### src/hw/rtl/blf_pkg.sv
// Shared types, widths and constants for the button triggered LED fade block.
package blf_pkg;

  localparam int PERIOD_W   = 16;
  localparam int PPL_W      = 8;
  localparam int LEVEL_W    = 7;
  localparam int DELAY_W    = 16;
  localparam int CFG_IDX_W  = 2;
  localparam int CFG_DATA_W = 16;

  // Brightness is a percentage; on-time is level * period / PCT_SCALE.
  localparam int PCT_SCALE = 100;
  localparam logic [LEVEL_W-1:0] MAX_LEVEL = LEVEL_W'(100);

  localparam logic [PERIOD_W-1:0] PWM_PERIOD_RST    = PERIOD_W'(1250);
  localparam logic [PPL_W-1:0]    PPL_RST           = PPL_W'(24);
  localparam logic [LEVEL_W-1:0]  START_LEVEL_RST   = LEVEL_W'(100);
  localparam logic [DELAY_W-1:0]  DEBOUNCE_RST      = DELAY_W'(20000);

  // Configuration register indexes.
  localparam logic [CFG_IDX_W-1:0] REG_PWM_PERIOD  = CFG_IDX_W'(0);
  localparam logic [CFG_IDX_W-1:0] REG_PPL         = CFG_IDX_W'(1);
  localparam logic [CFG_IDX_W-1:0] REG_START_LEVEL = CFG_IDX_W'(2);
  localparam logic [CFG_IDX_W-1:0] REG_DEBOUNCE    = CFG_IDX_W'(3);

  typedef struct packed {
    logic [PERIOD_W-1:0] period_len;
    logic [PPL_W-1:0]    level_periods;
    logic [LEVEL_W-1:0]  start_level;
    logic [DELAY_W-1:0]  debounce_us;
  } cfg_t;

  typedef struct packed {
    logic               red_led;
    logic               green_led;
    logic               fading;
    logic [LEVEL_W-1:0] level_now;
  } result_t;

endpackage

### src/hw/rtl/blf_if.sv
// Valid/ready channel interfaces for the button input, LED result and configuration write.
interface blf_in_if;
  logic valid;
  logic ready;
  logic button_level;

  modport source (output valid, output button_level, input ready);
  modport sink   (input valid, input button_level, output ready);
endinterface

interface blf_out_if import blf_pkg::*; ();
  logic               valid;
  logic               ready;
  logic               red_led;
  logic               green_led;
  logic               fading;
  logic [LEVEL_W-1:0] level_now;

  modport source (output valid, output red_led, output green_led, output fading,
                  output level_now, input ready);
  modport sink   (input valid, input red_led, input green_led, input fading,
                  input level_now, output ready);
endinterface

interface blf_cfg_if import blf_pkg::*; ();
  logic                  valid;
  logic                  ready;
  logic [CFG_IDX_W-1:0]  index;
  logic [CFG_DATA_W-1:0] data;

  modport source (output valid, output index, output data, input ready);
  modport sink   (input valid, input index, input data, output ready);
endinterface

### src/hw/rtl/blf_cfg_regs.sv
// Configuration register file written through the configuration channel.
module blf_cfg_regs import blf_pkg::*; (
  input  logic     clk,
  input  logic     rst_n,
  blf_cfg_if.sink  cfg_ch,
  output cfg_t     cfg
);

  cfg_t cfg_r;
  cfg_t cfg_nxt;

  assign cfg_ch.ready = 1'b1;
  assign cfg = cfg_r;

  always_comb begin
    cfg_nxt = cfg_r;
    if (cfg_ch.valid) begin
      case (cfg_ch.index)
        REG_PWM_PERIOD:  cfg_nxt.period_len    = cfg_ch.data[PERIOD_W-1:0];
        REG_PPL:         cfg_nxt.level_periods = cfg_ch.data[PPL_W-1:0];
        REG_START_LEVEL: cfg_nxt.start_level   = cfg_ch.data[LEVEL_W-1:0];
        REG_DEBOUNCE:    cfg_nxt.debounce_us   = cfg_ch.data[DELAY_W-1:0];
        default:         cfg_nxt = cfg_r;
      endcase
    end
  end

  always_ff @(posedge clk) begin
    if (!rst_n) begin
      cfg_r.period_len    <= PWM_PERIOD_RST;
      cfg_r.level_periods <= PPL_RST;
      cfg_r.start_level   <= START_LEVEL_RST;
      cfg_r.debounce_us   <= DEBOUNCE_RST;
    end else begin
      cfg_r <= cfg_nxt;
    end
  end

endmodule

### src/hw/rtl/blf_fade_core.sv
// Debounce, settle and PWM fade sequencer; one step per tick with a registered result.
module blf_fade_core import blf_pkg::*; (
  input  logic    clk,
  input  logic    rst_n,
  input  cfg_t    cfg,
  input  logic    step_en,
  input  logic    button_level,
  output result_t res
);

  typedef enum logic [2:0] {
    PH_WAIT_PRESS   = 3'd0,
    PH_DEBOUNCE     = 3'd1,
    PH_WAIT_RELEASE = 3'd2,
    PH_SETTLE       = 3'd3,
    PH_FADE         = 3'd4
  } phase_t;

  phase_t              phase_r, phase_nxt;
  logic [DELAY_W-1:0]  delay_r, delay_nxt;
  logic [PPL_W-1:0]    period_cnt_r, period_cnt_nxt;
  logic [LEVEL_W-1:0]  level_r, level_nxt;
  logic                green_r, green_nxt;
  result_t             res_r, res_nxt;

  logic [PERIOD_W-1:0]         per;
  logic [PPL_W-1:0]            ppl;
  logic [DELAY_W:0]            delay_inc;
  logic [PPL_W:0]              period_inc;
  logic [LEVEL_W+PERIOD_W-1:0] on_prod;
  logic [DELAY_W+7:0]          pos_scaled;
  logic                        led_on;
  logic                        period_done;
  logic                        level_done;
  logic                        delay_done;

  assign res = res_r;

  always_comb begin
    per         = (cfg.period_len == '0) ? PERIOD_W'(1) : cfg.period_len;
    ppl         = (cfg.level_periods == '0) ? PPL_W'(1) : cfg.level_periods;
    delay_inc   = {1'b0, delay_r} + (DELAY_W+1)'(1);
    period_inc  = {1'b0, period_cnt_r} + (PPL_W+1)'(1);
    // The LED is on while position < floor(level*per/100), which is the same
    // as 100*(position+1) <= level*per, so no divider is needed.
    on_prod     = (LEVEL_W+PERIOD_W)'(level_r) * (LEVEL_W+PERIOD_W)'(per);
    pos_scaled  = (DELAY_W+8)'(delay_inc) * (DELAY_W+8)'(PCT_SCALE);
    led_on      = pos_scaled <= (DELAY_W+8)'(on_prod);
    period_done = delay_inc >= {1'b0, per};
    level_done  = period_inc >= {1'b0, ppl};
    delay_done  = delay_r >= cfg.debounce_us;

    phase_nxt      = phase_r;
    delay_nxt      = delay_r;
    period_cnt_nxt = period_cnt_r;
    level_nxt      = level_r;
    green_nxt      = green_r;
    res_nxt        = '0;

    case (phase_r)
      PH_DEBOUNCE: begin
        if (delay_done) begin
          phase_nxt = button_level ? PH_WAIT_RELEASE : PH_WAIT_PRESS;
          delay_nxt = '0;
        end else begin
          delay_nxt = delay_inc[DELAY_W-1:0];
        end
      end
      PH_WAIT_RELEASE: begin
        if (!button_level) begin
          phase_nxt = PH_SETTLE;
          delay_nxt = '0;
        end
      end
      PH_SETTLE: begin
        if (delay_done) begin
          phase_nxt      = PH_FADE;
          delay_nxt      = '0;
          period_cnt_nxt = '0;
          level_nxt      = (cfg.start_level > MAX_LEVEL) ? MAX_LEVEL : cfg.start_level;
        end else begin
          delay_nxt = delay_inc[DELAY_W-1:0];
        end
      end
      PH_FADE: begin
        res_nxt.fading    = 1'b1;
        res_nxt.level_now = level_r;
        res_nxt.red_led   = led_on && !green_r;
        res_nxt.green_led = led_on && green_r;
        if (period_done) begin
          delay_nxt = '0;
          if (level_done) begin
            period_cnt_nxt = '0;
            if (level_r == '0) begin
              // Fade finished: swap colors for the next press.
              phase_nxt = PH_WAIT_PRESS;
              green_nxt = !green_r;
            end else begin
              level_nxt = level_r - LEVEL_W'(1);
            end
          end else begin
            period_cnt_nxt = period_inc[PPL_W-1:0];
          end
        end else begin
          delay_nxt = delay_inc[DELAY_W-1:0];
        end
      end
      default: begin
        // Waiting for a press; unused codes land here as well.
        if (button_level) begin
          phase_nxt = PH_DEBOUNCE;
          delay_nxt = '0;
        end else begin
          phase_nxt = PH_WAIT_PRESS;
        end
      end
    endcase
  end

  always_ff @(posedge clk) begin
    if (!rst_n) begin
      phase_r      <= PH_WAIT_PRESS;
      delay_r      <= '0;
      period_cnt_r <= '0;
      level_r      <= '0;
      green_r      <= 1'b0;
      res_r        <= '0;
    end else if (step_en) begin
      phase_r      <= phase_nxt;
      delay_r      <= delay_nxt;
      period_cnt_r <= period_cnt_nxt;
      level_r      <= level_nxt;
      green_r      <= green_nxt;
      res_r        <= res_nxt;
    end
  end

  a_one_color: assert property (@(posedge clk) disable iff (!rst_n)
    !(res_r.red_led && res_r.green_led))
    else $error("both LEDs driven in the same tick");

  a_idle_dark: assert property (@(posedge clk) disable iff (!rst_n)
    !res_r.fading |-> (res_r.level_now == '0 && !res_r.red_led && !res_r.green_led))
    else $error("LED or level active outside a fade");

  a_level_range: assert property (@(posedge clk) disable iff (!rst_n)
    level_r <= MAX_LEVEL)
    else $error("fade level above full scale");

  a_color_toggle: assert property (@(posedge clk) disable iff (!rst_n)
    (step_en && phase_r == PH_FADE && phase_nxt == PH_WAIT_PRESS) |=> green_r != $past(green_r))
    else $error("color did not alternate at fade end");

endmodule

### src/hw/rtl/button_triggered_led_fade.sv
// Top level of the debounced button triggered two-color LED fade controller.
//
// Usage: the in_ch channel carries one request per microsecond tick with the
// sampled button level. The out_ch channel returns exactly one result request
// per input request, in order: the red and green LED drive, a fading flag and
// the current fade level (zero when no fade is running). The cfg_ch channel
// writes the PWM period, periods per level, start level and debounce delay;
// it is always ready and should only be used while no requests are in flight.
// A request accepted on in_ch sits in the input register, the sequencer step
// loads its result into the result register, and out_ch offers the result from
// that register. The block takes one request per cycle while the receiver
// does not stall, as the fade sequencer makes a single step for each tick.
// When the receiver stalls, the result register holds its request and the
// input register absorbs one more; in_ch.ready drops only when both are full.
// Synchronous reset clears the pipeline, returns the sequencer to waiting for
// a press with red as the next color, and restores all register defaults.
module button_triggered_led_fade import blf_pkg::*; (
  input  logic      clk,
  input  logic      rst_n,
  blf_in_if.sink    in_ch,
  blf_out_if.source out_ch,
  blf_cfg_if.sink   cfg_ch
);

  cfg_t    cfg;
  result_t res;

  logic in_valid_r, in_valid_nxt;
  logic button_r, button_nxt;
  logic out_valid_r, out_valid_nxt;
  logic step_en;

  // The sequencer steps whenever a tick sits in the input register and the
  // result register is free or being emptied in this cycle.
  assign step_en     = in_valid_r && (!out_valid_r || out_ch.ready);
  assign in_ch.ready = !in_valid_r || step_en;

  always_comb begin
    in_valid_nxt  = in_valid_r;
    button_nxt    = button_r;
    out_valid_nxt = out_valid_r;
    if (in_ch.valid && in_ch.ready) begin
      in_valid_nxt = 1'b1;
      button_nxt   = in_ch.button_level;
    end else if (step_en) begin
      in_valid_nxt = 1'b0;
    end
    if (step_en) begin
      out_valid_nxt = 1'b1;
    end else if (out_ch.ready) begin
      out_valid_nxt = 1'b0;
    end
  end

  always_ff @(posedge clk) begin
    if (!rst_n) begin
      in_valid_r  <= 1'b0;
      out_valid_r <= 1'b0;
    end else begin
      in_valid_r  <= in_valid_nxt;
      out_valid_r <= out_valid_nxt;
    end
  end

  always_ff @(posedge clk) begin
    button_r <= button_nxt;
  end

  blf_cfg_regs u_cfg_regs (
    .clk    (clk),
    .rst_n  (rst_n),
    .cfg_ch (cfg_ch),
    .cfg    (cfg)
  );

  blf_fade_core u_fade_core (
    .clk          (clk),
    .rst_n        (rst_n),
    .cfg          (cfg),
    .step_en      (step_en),
    .button_level (button_r),
    .res          (res)
  );

  assign out_ch.valid     = out_valid_r;
  assign out_ch.red_led   = res.red_led;
  assign out_ch.green_led = res.green_led;
  assign out_ch.fading    = res.fading;
  assign out_ch.level_now = res.level_now;

  // A request waiting in the input register is never dropped or altered.
  a_in_hold: assert property (@(posedge clk) disable iff (!rst_n)
    (in_valid_r && !step_en) |=> (in_valid_r && $stable(button_r)))
    else $error("pending input request lost while stalled");

endmodule

### src/flat_wrapper.sv
// flat-port wrapper written by rule: the top's interface ports become plain ports
module button_triggered_led_fade_flat import blf_pkg::*;
  (clk, rst_n, in_ch_valid, in_ch_button_level, in_ch_ready, out_ch_valid, out_ch_red_led, out_ch_green_led, out_ch_fading, out_ch_level_now, out_ch_ready, cfg_ch_valid, cfg_ch_index, cfg_ch_data, cfg_ch_ready);
  blf_in_if in_ch_i ();
  blf_out_if out_ch_i ();
  blf_cfg_if cfg_ch_i ();
  input  logic clk;
  input  logic rst_n;
  input wire logic [$bits(in_ch_i.valid)-1:0] in_ch_valid;
  input wire logic [$bits(in_ch_i.button_level)-1:0] in_ch_button_level;
  output wire logic [$bits(in_ch_i.ready)-1:0] in_ch_ready;
  output wire logic [$bits(out_ch_i.valid)-1:0] out_ch_valid;
  output wire logic [$bits(out_ch_i.red_led)-1:0] out_ch_red_led;
  output wire logic [$bits(out_ch_i.green_led)-1:0] out_ch_green_led;
  output wire logic [$bits(out_ch_i.fading)-1:0] out_ch_fading;
  output wire logic [$bits(out_ch_i.level_now)-1:0] out_ch_level_now;
  input wire logic [$bits(out_ch_i.ready)-1:0] out_ch_ready;
  input wire logic [$bits(cfg_ch_i.valid)-1:0] cfg_ch_valid;
  input wire logic [$bits(cfg_ch_i.index)-1:0] cfg_ch_index;
  input wire logic [$bits(cfg_ch_i.data)-1:0] cfg_ch_data;
  output wire logic [$bits(cfg_ch_i.ready)-1:0] cfg_ch_ready;
  assign in_ch_i.valid = in_ch_valid;
  assign in_ch_i.button_level = in_ch_button_level;
  assign in_ch_ready = in_ch_i.ready;
  assign out_ch_valid = out_ch_i.valid;
  assign out_ch_red_led = out_ch_i.red_led;
  assign out_ch_green_led = out_ch_i.green_led;
  assign out_ch_fading = out_ch_i.fading;
  assign out_ch_level_now = out_ch_i.level_now;
  assign out_ch_i.ready = out_ch_ready;
  assign cfg_ch_i.valid = cfg_ch_valid;
  assign cfg_ch_i.index = cfg_ch_index;
  assign cfg_ch_i.data = cfg_ch_data;
  assign cfg_ch_ready = cfg_ch_i.ready;
  button_triggered_led_fade u_core (.clk(clk), .rst_n(rst_n), .in_ch(in_ch_i), .out_ch(out_ch_i), .cfg_ch(cfg_ch_i));
endmodule
### config.mk
export PLATFORM = sky130hd
export DESIGN_NAME = button_triggered_led_fade_flat
export DESIGN_NICKNAME = d
export VERILOG_FILES = /design/src/hw/rtl/blf_pkg.sv /design/src/hw/rtl/blf_if.sv /design/src/hw/rtl/blf_cfg_regs.sv /design/src/hw/rtl/blf_fade_core.sv /design/src/hw/rtl/button_triggered_led_fade.sv /design/src/flat_wrapper.sv
export SDC_FILE = /design/constraint.sdc
export NUM_CORES = 1
export LEC_CHECK = 0
export BUFFER_PORTS_ARGS = -buffer_cell sky130_fd_sc_hd__buf_4
export CAP_MARGIN = 20
export CORE_MARGIN = 3
export CORE_UTILIZATION = 25
export CTS_CLUSTER_SIZE = 28
export DETAILED_ROUTE_END_ITERATION = 16
export HOLD_SLACK_MARGIN = 0.06
export SLEW_MARGIN = 20
export SYNTH_ARGS = -nofsm -noshare
export SYNTH_HDL_FRONTEND = slang
export SYNTH_SLANG_ARGS = --single-unit
### constraint.sdc
create_clock -name clk -period 6.09 [get_ports clk]
set_input_delay 0.609 -clock clk [delete_from_list [all_inputs] [get_ports clk]]
set_output_delay 0.609 -clock clk [all_outputs]
set_load 0.03 [all_outputs]
==> results of run 1 <==
cell usage in the layout (no fill, tap or decap), types with 5 or more instances in the layout:
master,synthesis,routed
nand2_1,166,166
inv_1,165,162
ha_1,161,158
buf_4,3,108
dfxtp_1,94,92
fa_1,81,80
a21oi_1,65,58
and2_1,56,56
nor2_1,53,53
nand3_1,42,42
a21boi_0,31,31
xnor2_1,30,30
xor2_1,29,29
o21ai_0,27,27
a21o_1,25,25
nor2b_1,19,19
o21ai_1,17,16
o211ai_1,14,14
nand4_1,14,14
nand2b_1,10,10
a31oi_1,10,10
a21oi_2,2,9
nor3_1,12,9
clkbuf_16,0,9
o21a_1,6,6
a22oi_1,6,6
mux2i_1,6,6
and3_1,5,5
o21bai_1,5,5
state kept, by name, indices dropped and copies added, names as in the netlist:
| name | count |
|---|---|
| u_core.out_ch.valid | 1 |
| u_core.u_fade_core.green_r | 1 |
| u_core.u_cfg_regs.cfg | 47 |
| u_core.u_fade_core.phase_r | 3 |
| u_core.u_fade_core.res | 10 |
| u_core.u_fade_core.delay_r | 16 |
| u_core.button_r | 1 |
| u_core.in_valid_r | 1 |
| u_core.u_fade_core.period_cnt_r | 8 |
| u_core.u_fade_core.level_r | 7 |
final cells by class:
type | instances | share of cell area, %
inverter | 165 | 4.94
tap | 539 | 5.38
sequential | 95 | 15.3
multi-input combinational | 972 | 65.4
timing repair buffer | 110 | 6.72
clock buffer | 9 | 1.80
clock inverter | 7 | 0.499
metrics by stage:
| step | cell area [um^2] | power (mW) |
|---|---|---|
| 3_3_place_gp | 12100 | 0.777 |
| 2_1_floorplan | 10800 | 0.726 |
| 3_5_place_dp | 12100 | 0.778 |
| 6_report | 12500 | 1.32 |
| 5_1_grt | 12500 | 1.36 |
| 4_1_cts | 12400 | 1.32 |
final timing paths:
check	startpoint	to	slack, ps	cells past startpoint
min reg2reg	u_core.u_cfg_regs.cfg[13]	u_core.u_cfg_regs.cfg[13]	470	2
max reg2reg	u_core.u_cfg_regs.cfg[42]	u_core.u_fade_core.res[9]	-240	27
max	u_core.u_cfg_regs.cfg[42]	u_core.u_fade_core.res[9]	-240	27
min	in_ch_button_level	u_core.button_r	440	1
power groups by stage:
| stage | Sequential (mW) | Combinational [mW] | Clock (mW) |
|---|---|---|---|
| 6_report | 0.645 | 0.122 | 0.549 |
| 5_1_grt | 0.647 | 0.135 | 0.582 |
| 4_1_cts | 0.644 | 0.121 | 0.557 |
| 3_5_place_dp | 0.659 | 0.120 | 0 |
| 3_3_place_gp | 0.658 | 0.119 | 0 |
| 2_1_floorplan | 0.658 | 0.0686 | 0 |
per-layer routing:
layer	part of all wire [%]	vias to the layer above
li1	-	4450
met1	48	4187
met2	47	152
met5	0	-
met3	3.2	35
met4	1.9	0
kinds of logic (layout without fill, tap and decap cells):
kind of cell,after synthesis,after routing,share of synthesized area [%]
other,1,1,0.0348
adders and majority gates,242,242,33.7
buffers and inverters,221,291,7.95
AOI/OAI and AO/OA,258,258,16.7
xor gates and xnor gates,59,59,4.79
and+or+nand+nor,406,406,18.5
muxes,6,6,0.557
DFF,95,95,17.7
what timing repair did:
action,4_1_cts,5_1_grt
gates resized for setup,9,19
hold buffers,0,0
setup buffers,2,4
pin swaps,21,30
endpoints found under the setup margin,2,2
==> impl_metrics.tcl, run 1 <==
set metrics [dict create \
    grt_pass1_wl_mm 45.8 \
    final_cells 1897 \
    initial_utilization_pct 25.5 \
    synthCells 1288 \
    synth-edff-count 1 \
    grt_busiest_layer "met2" \
    multiInputGateArea_mm2 0.00820 \
    numClockSinks 95 \
    grt.met2_usage_pct 21.4 \
    p_int_mw 0.968 \
    synth_common_cells "nand2_1, inv_1, ha_1, dfxtp_1, fa_1" \
    crit_required_ps 6310 \
    p_seq_share_pct 49.0 \
    core.rowCount 75 \
    min_period_over_period_pct 104 \
    grt_pass1_vias 8959 \
    setup_viol 2 \
    synth_area_leader_cell "ha_1" \
    die_y_um 214 \
    combPwrFrac_pct 9.3 \
    power_frac_clock_pct 41.7 \
    tns_ps -482 \
    drv_slew 0 \
    ys_dominant_reg_cell "dfxtp_1" \
    rsz0062_at_grt "true" \
    drtIter0Drc 399 \
    antenna_cells 0 \
    seqCellArea_mm2 0.00191 \
    sw_frac_of_total_pct 26.4 \
    syn-num-nets 1554 \
    area_growth_pct 16.3 \
    p_per_area_mw_per_mm2 105 \
    wl_per_cell_um 14.7 \
    synth_warnings 0 \
    whs_ps 445 \
    yosysMostFrequentCell "nand2_1" \
    path_class "reg2reg" \
    relSlewSlack_pct 42.1 \
    portBuffers 35 \
    cp_max_fo 3 \
    first_pass_iters 5 \
    design.core.area_mm2 0.0422 \
    antenna_found_initial 0 \
    netlist_area_mm2 0.0108 \
    met3_usage_pct 1.17 \
    die-area_mm2 0.0456 \
    fmax_mhz 158 \
    p_leak_nw 6.13 \
    avgViaCountPerCell 4.65 \
    placed_cells 1878 \
    hp-class "in2reg" \
    nFillCells 4513 \
    crit_buf_inv 4 \
    wirelength_mm 28.0 \
    nets 1619 \
    cap_violations 0 \
    end_kind "flip-flop" \
    synth_cell_types 78 \
    drive_gt1_share_pct 13.3 \
    final-hold-violation-count 0 \
    vias 8824 \
    ys_top_cells_by_area "ha_1, dfxtp_1, fa_1, nand2_1, inv_1" \
    setup_ws_ps -242 \
    async_reset_ff_share_pct 0 \
    crit_path_top_delay_cell "fa_2" \
    numCtsBuffers 9 \
    dpl.hpwl_mm 23.0 \
    max_stage_delay_ps 550 \
    ys_ff_latch 95 \
    start_kind "flip-flop" \
    critPathArrivalTime_ps 6550 \
    die_w_um 214 \
    grt_max_degree 90 \
    clkLatencyLatePin_ps 350 \
    min_period_ps 6330 \
    cp_top_family "adder cells" \
    dp_slack_ps -453 \
    drc_errors 0 \
    syn_area_per_cell_um2 8.37 \
    routabilityCongestion 0.836 \
    synth_seq_area_share_pct 17.7 \
    p_switching_mw 0.347 \
    ioPinCount 37 \
    htree_levels 3 \
    clock_skew_ps 11.1 \
    ant_nets 0 \
    status "finished, violations left" \
    cts_tree "yes" \
    synth_top_area_share_pct 18.7 \
    clockBufferDepth 2 \
    cts.clk_slew.worst_paths_ps 70 \
    grt-ovfl-total 0 \
    met1_usage_pct 16.7 \
    clockRootBuffer "clkbuf_16" \
    irDropWorstVdd_v 0.000166 \
    violations "setup timing" \
    grt_use_total_pct 12.3 \
    final_util_pct 29.7 \
    tightest_slew_ps 861 \
]
No activity file was read; power rests on OpenSTA's default activity.
==> inputs of run 2 (changes only) <==
- ABC_AREA: unset -> 1
- clock period: 6.09 -> 6.3 ns (I/O delays scaled with it)
==> run 2 against run 1 <==
Clock-buffer cell count unchanged. Worst hold slack worse by 1.7 ps. Cell area fell by 0.79%. Sequential share of layout area rose by 0.10 points. Clock skew hardly changed. Maximum frequency increased by 6.5%. Via count is 10% higher. Flip-flop and latch count did not move. Register-to-register slack gained 600 ps. Area after synthesis rose by 3.0%. The flow now finishes without violations.
==> impl_metrics.tcl, run 2 <==
set metrics [dict create \
    status "complete, no violations" \
    crit_path_top_delay_cell "fa_1" \
    final-hold-violation-count 0 \
    ant_nets 0 \
    die-area_mm2 0.0470 \
    netlist_area_mm2 0.0111 \
    clkLatencyLatePin_ps 360 \
    irDropWorstVdd_v 0.000122 \
    synth-edff-count 1 \
    final_common_cell "inv_1" \
    design_area_mm2 0.0124 \
    routabilityCongestion 0.879 \
    fmax_mhz 168 \
    cp.depth 30 \
    crit_top_cell "nand2_1" \
    drtIter0Drc 462 \
    synth_common_cells "nand2_1, inv_1, ha_1, a21oi_1, nor2_1" \
    htree_levels 3 \
    clockRootBuffer "clkbuf_16" \
    final_cell_mix "inv_1, nand2_1, ha_1" \
    drc_errors 0 \
    ys_ff_latch 95 \
    cts_hold_buf 0 \
    cts_tree "yes" \
    nets 1848 \
    syn-num-nets 1828 \
    grt_use_total_pct 12.3 \
    grt_pass1_wl_mm 48.1 \
    synth_warnings 0 \
    dpl.hpwl_mm 23.2 \
    worstReg2RegStart "u_core.u_cfg_regs.cfg[46]" \
    ys_dominant_reg_cell "dfxtp_1" \
    p_per_area_mw_per_mm2 111 \
    tns_ps 0 \
    ys_top_cells_by_area "ha_1, dfxtp_1, fa_1, nand2_1, inv_1" \
    design.core.area_mm2 0.0435 \
    portBuffers 35 \
    area_growth_pct 12.0 \
    power.total_mw 1.38 \
    die_w_um 217 \
    critPathArrivalTime_ps 6240 \
    grt_pass1_vias 9619 \
    wl_per_cell_um 13.2 \
    min_period_over_period_pct 94.4 \
    p_leak_nw 6.89 \
    ioPinCount 37 \
    syn_area_per_cell_um2 7.11 \
    relSlewSlack_pct 42.0 \
    avgViaCountPerCell 4.49 \
    hp-class "in2reg" \
    place_area_mm2 0.0121 \
    cts.clk_slew.worst_paths_ps 70 \
    cp_top_family "adder cells" \
    core.rowCount 76 \
    end_kind "flip-flop" \
    numClockSinks 95 \
    max_stage_delay_ps 550 \
    cap_violations 0 \
    min_period_ps 5940 \
    numCtsBuffers 9 \
    synth_top_area_share_pct 18.1 \
    initial_utilization_pct 25.5 \
    crit_required_ps 6590 \
    grt_max_degree 57 \
    vias 9742 \
    first_pass_iters 5 \
    setup_viol 0 \
    drive_gt1_share_pct 7.31 \
    tightest_slew_ps 869 \
    path_class "reg2reg" \
    die_y_um 217 \
    crit_path_end "u_core.u_fade_core.res[9]" \
    start_kind "flip-flop" \
    clock_skew_ps 10.7 \
    drv_slew 0 \
    clockBufferDepth 2 \
    antenna_cells 0 \
    crit_buf_inv 4 \
    synthCells 1562 \
    async_reset_ff_share_pct 0 \
    timing.rr.end "u_core.u_fade_core.res[9]" \
    r2r_slack_ps 360 \
    cp_max_fo 5 \
    synth_area_leader_cell "ha_1" \
    crit_start "u_core.u_cfg_regs.cfg[46]" \
    yosysMostFrequentCell "nand2_1" \
    largest_reg_flops 47 \
    antenna_found_initial 0 \
    synth_seq_area_share_pct 17.2 \
    grt-ovfl-total 0 \
    synth_cell_types 50 \
    wirelength_mm 28.7 \
    r2r_cells 30 \
    nFillCells 4793 \
]
[run 2: worst min path at each step]
stage / endpoint / cells past startpoint / from
after floorplan: u_core.u_cfg_regs.cfg[12] / 2 / u_core.u_cfg_regs.cfg[12]
after global placement: u_core.u_cfg_regs.cfg[4] / 2 / u_core.u_cfg_regs.cfg[4]
after detailed placement: u_core.u_cfg_regs.cfg[1] / 2 / u_core.u_cfg_regs.cfg[1]
after CTS: u_core.button_r / 1 / in_ch_button_level
after global routing: u_core.button_r / 1 / in_ch_button_level
final: u_core.button_r / 1 / in_ch_button_level
[run 2: layer usage]
metal  vias up  wire (um)  global-route usage, %
li1       4931          -                      -
met4         0        378                   2.45
met3        25       1280                   1.58
met2       182      13500                   20.9
met1      4604      13500                   16.9
met5         -          0                      0
[run 2: where the power goes]
part / total (mW) / leakage, nW / internal, mW / switching, mW
Clock: 0.558 / 0.141 / 0.277 / 0.280
Combinational: 0.188 / 5.97 / 0.0630 / 0.125
Sequential: 0.631 / 0.774 / 0.620 / 0.0107
Total: 1.38 / 6.89 / 0.961 / 0.416
[run 2: kinds of logic after synthesis]
kind of cell / synth area share (%)
other: 0.0338
adder cells (fa/ha/maj): 32.8
XOR/XNOR: 4.33
AO/OA/AOI/OAI: 11.7
AND/OR/NAND/NOR: 20.6
flip-flops: 17.2
buffers and inverters: 13.3
[run 2: repair_timing]
item                                    4_1_cts  5_1_grt
pin swaps                                     0        4
buffers inserted                              0        1
resized for setup                             2       12
endpoints found under the setup margin        2        2
[run 2: through the flow]
step                setup slack, ps  std cells  hold WS (ps)  util, %
floorplan                       472       1562           433        -
global placement                121       2155           451     27.8
detailed placement            -83.3       2155           454     27.8
CTS                            59.9       2171           431     28.5
global route                  -26.1       2172           435     28.6
finish                          356       2172           443     28.6
[run 2: area by class of cell]
type | count | area [um^2] | area share, %
well taps | 585 | 732 | 5.89
clock buffers | 9 | 225 | 1.81
flip-flops and latches | 95 | 1910 | 15.4
clock inverters | 7 | 63.8 | 0.513
multi-input cells | 1078 | 7770 | 62.5
inverters | 336 | 1260 | 10.2
repair buffers | 62 | 465 | 3.74
==> inputs of run 3 (changes only) <==
- MAX_ROUTING_LAYER: unset -> met4
- RECOVER_POWER: unset -> 100
==> run 3 against run 2 <==
The flow now finishes with violations (capacitance limit, slew limit). Global-route usage increased by 0.061 points. Largest cell class unchanged. Worst hold slack improved by 22 ps. Via count decreased by 0.33%.
==> impl_metrics.tcl, run 3 (synthesis results as in run 2) <==
set metrics [dict create \
    status "finished, violations left" \
    min_period_ps 5960 \
    dpl.hpwl_mm 23.0 \
    min_period_over_period_pct 94.6 \
    max_stage_delay_ps 550 \
    placed_cells 2156 \
    drc_errors 0 \
    numClockSinks 95 \
    crit_buf_inv 4 \
    nets 1848 \
    grt-ovfl-total 0 \
    wirelength_mm 28.2 \
    rsz0062_at_grt "false" \
    p_per_area_mw_per_mm2 113 \
    tns_ps 0 \
    nFillCells 4778 \
    start_kind "flip-flop" \
    initial_utilization_pct 25.5 \
    cp_max_fo 5 \
    sw_frac_of_total_pct 28.6 \
    fmax_mhz 168 \
    irDropWorstVdd_v 0.000118 \
    critPathArrivalTime_ps 6250 \
    ioPinCount 37 \
    design.core.area_mm2 0.0435 \
    cts_tree "yes" \
    first_pass_iters 5 \
    crit_path_top_delay_cell "fa_1" \
    core.rowCount 76 \
    r2r_slack_ps 340 \
    setup_viol 0 \
    cts.clk_slew.worst_paths_ps 70 \
    violations "capacitance limit, slew limit" \
    clock_skew_ps 8.56 \
    crit_required_ps 6590 \
    drv_slew 57 \
    final_cell_mix "nand2_1, inv_1, ha_1" \
    combPwrFrac_pct 13.2 \
    cap_violations 1 \
    vias 9710 \
    p_leak_nw 6.83 \
    antenna_found_initial 0 \
    relSlewSlack_pct -51.5 \
    area_growth_pct 11.2 \
    grt_pass1_wl_mm 47.1 \
    largest_reg_flops 47 \
    grt_max_degree 57 \
    grt_pass1_vias 9561 \
    tightest_slew_ps 2270 \
    path_class "reg2reg" \
    p_int_mw 0.999 \
    avgViaCountPerCell 4.47 \
    htree_levels 3 \
    final_cells 2172 \
    portBuffers 35 \
    clockBufferDepth 2 \
    worstHoldStart "u_core.u_cfg_regs.cfg[7]" \
    final-hold-violation-count 0 \
    die-area_mm2 0.0470 \
    power_frac_clock_pct 41.7 \
    worstReg2RegStart "u_core.u_cfg_regs.cfg[46]" \
    clkLatencyLatePin_ps 360 \
    grt_use_total_pct 12.4 \
    final_common_cell "nand2_1" \
    numCtsBuffers 9 \
    die_y_um 217 \
    antenna_cells 0 \
    wl_per_cell_um 13.0 \
    cts_hold_buf 0 \
    drtIter0Drc 536 \
    p_switching_mw 0.400 \
    routabilityCongestion 0.917 \
    crit_top_cell "nand2_1" \
    die_w_um 217 \
    cp_top_family "adder cells" \
    hp-class "reg2reg" \
    end_kind "flip-flop" \
    crit_start "u_core.u_cfg_regs.cfg[46]" \
    ant_nets 0 \
    p_seq_share_pct 45.1 \
    drive_gt1_share_pct 5.86 \
    clockRootBuffer "clkbuf_16" \
]
## run 3: final timing paths
| kind | endpoint | depth (start not counted) |
|---|---|---|
| worst min register to register | u_core.u_cfg_regs.cfg[7] | 2 |
| worst min-delay path | u_core.u_cfg_regs.cfg[7] | 2 |
| worst max-delay path | u_core.u_fade_core.res[9] | 29 |
| worst max register to register | u_core.u_fade_core.res[9] | 29 |
## run 3: repair_timing
action | in CTS | in global routing
endpoints found under the setup margin | 0 | 2
setup buffers | 0 | 0
gates resized for setup | 0 | 8
## run 3: power groups by stage
stage	logic [mW]	clock network [mW]	registers, mW
after CTS	0.186	0.595	0.631
final	0.184	0.583	0.631
after floorplan	0.122	0	0.642
after global routing	0.209	0.618	0.633
after detailed placement	0.185	0	0.645
after global placement	0.182	0	0.644
## run 3: through the flow
step	instance area (um^2)	total power, mW	util, %	hold slack (ps)	setup WS, ps
global route	12300	1.46	28.4	459	5.50
detailed placement	12100	0.830	27.8	459	33.1
global placement	12100	0.826	27.8	450	145
floorplan	11100	0.764	-	433	472
finish	12300	1.40	28.4	465	342
CTS	12400	1.41	28.5	437	23.9
## run 3: worst reg2reg max path, delay by kind of cell, from the launching register on
family / cells / cell delay (ps)
xor gates and xnor gates: 1 / 150
and+or+nand+nor: 12 / 1450
adders and majority gates: 6 / 2740
DFF: 1 / 320
AOI/OAI and AO/OA: 6 / 990
buffers and inverters: 4 / 260
## run 3: cell type report
class                           count  area, um^2  share of cell area, %
Timing Repair Buffer               62         413                   3.34
Clock inverter                      6        75.1                  0.608
Multi-Input combinational cell   1078        7720                   62.6
Clock buffer                       10         229                   1.85
Tap cell                          585         732                   5.93
Inverter                          336        1260                   10.2
Sequential cell                    95        1910                   15.5
## run 3: per-layer routing
metal	GRT usage (%)	up-vias	wire length (um)
li1	-	4918	-
met5	-	-	0
met2	20.0	209	12900
met4	3.28	0	587
met1	16.5	4540	13400
met3	1.47	43	1230
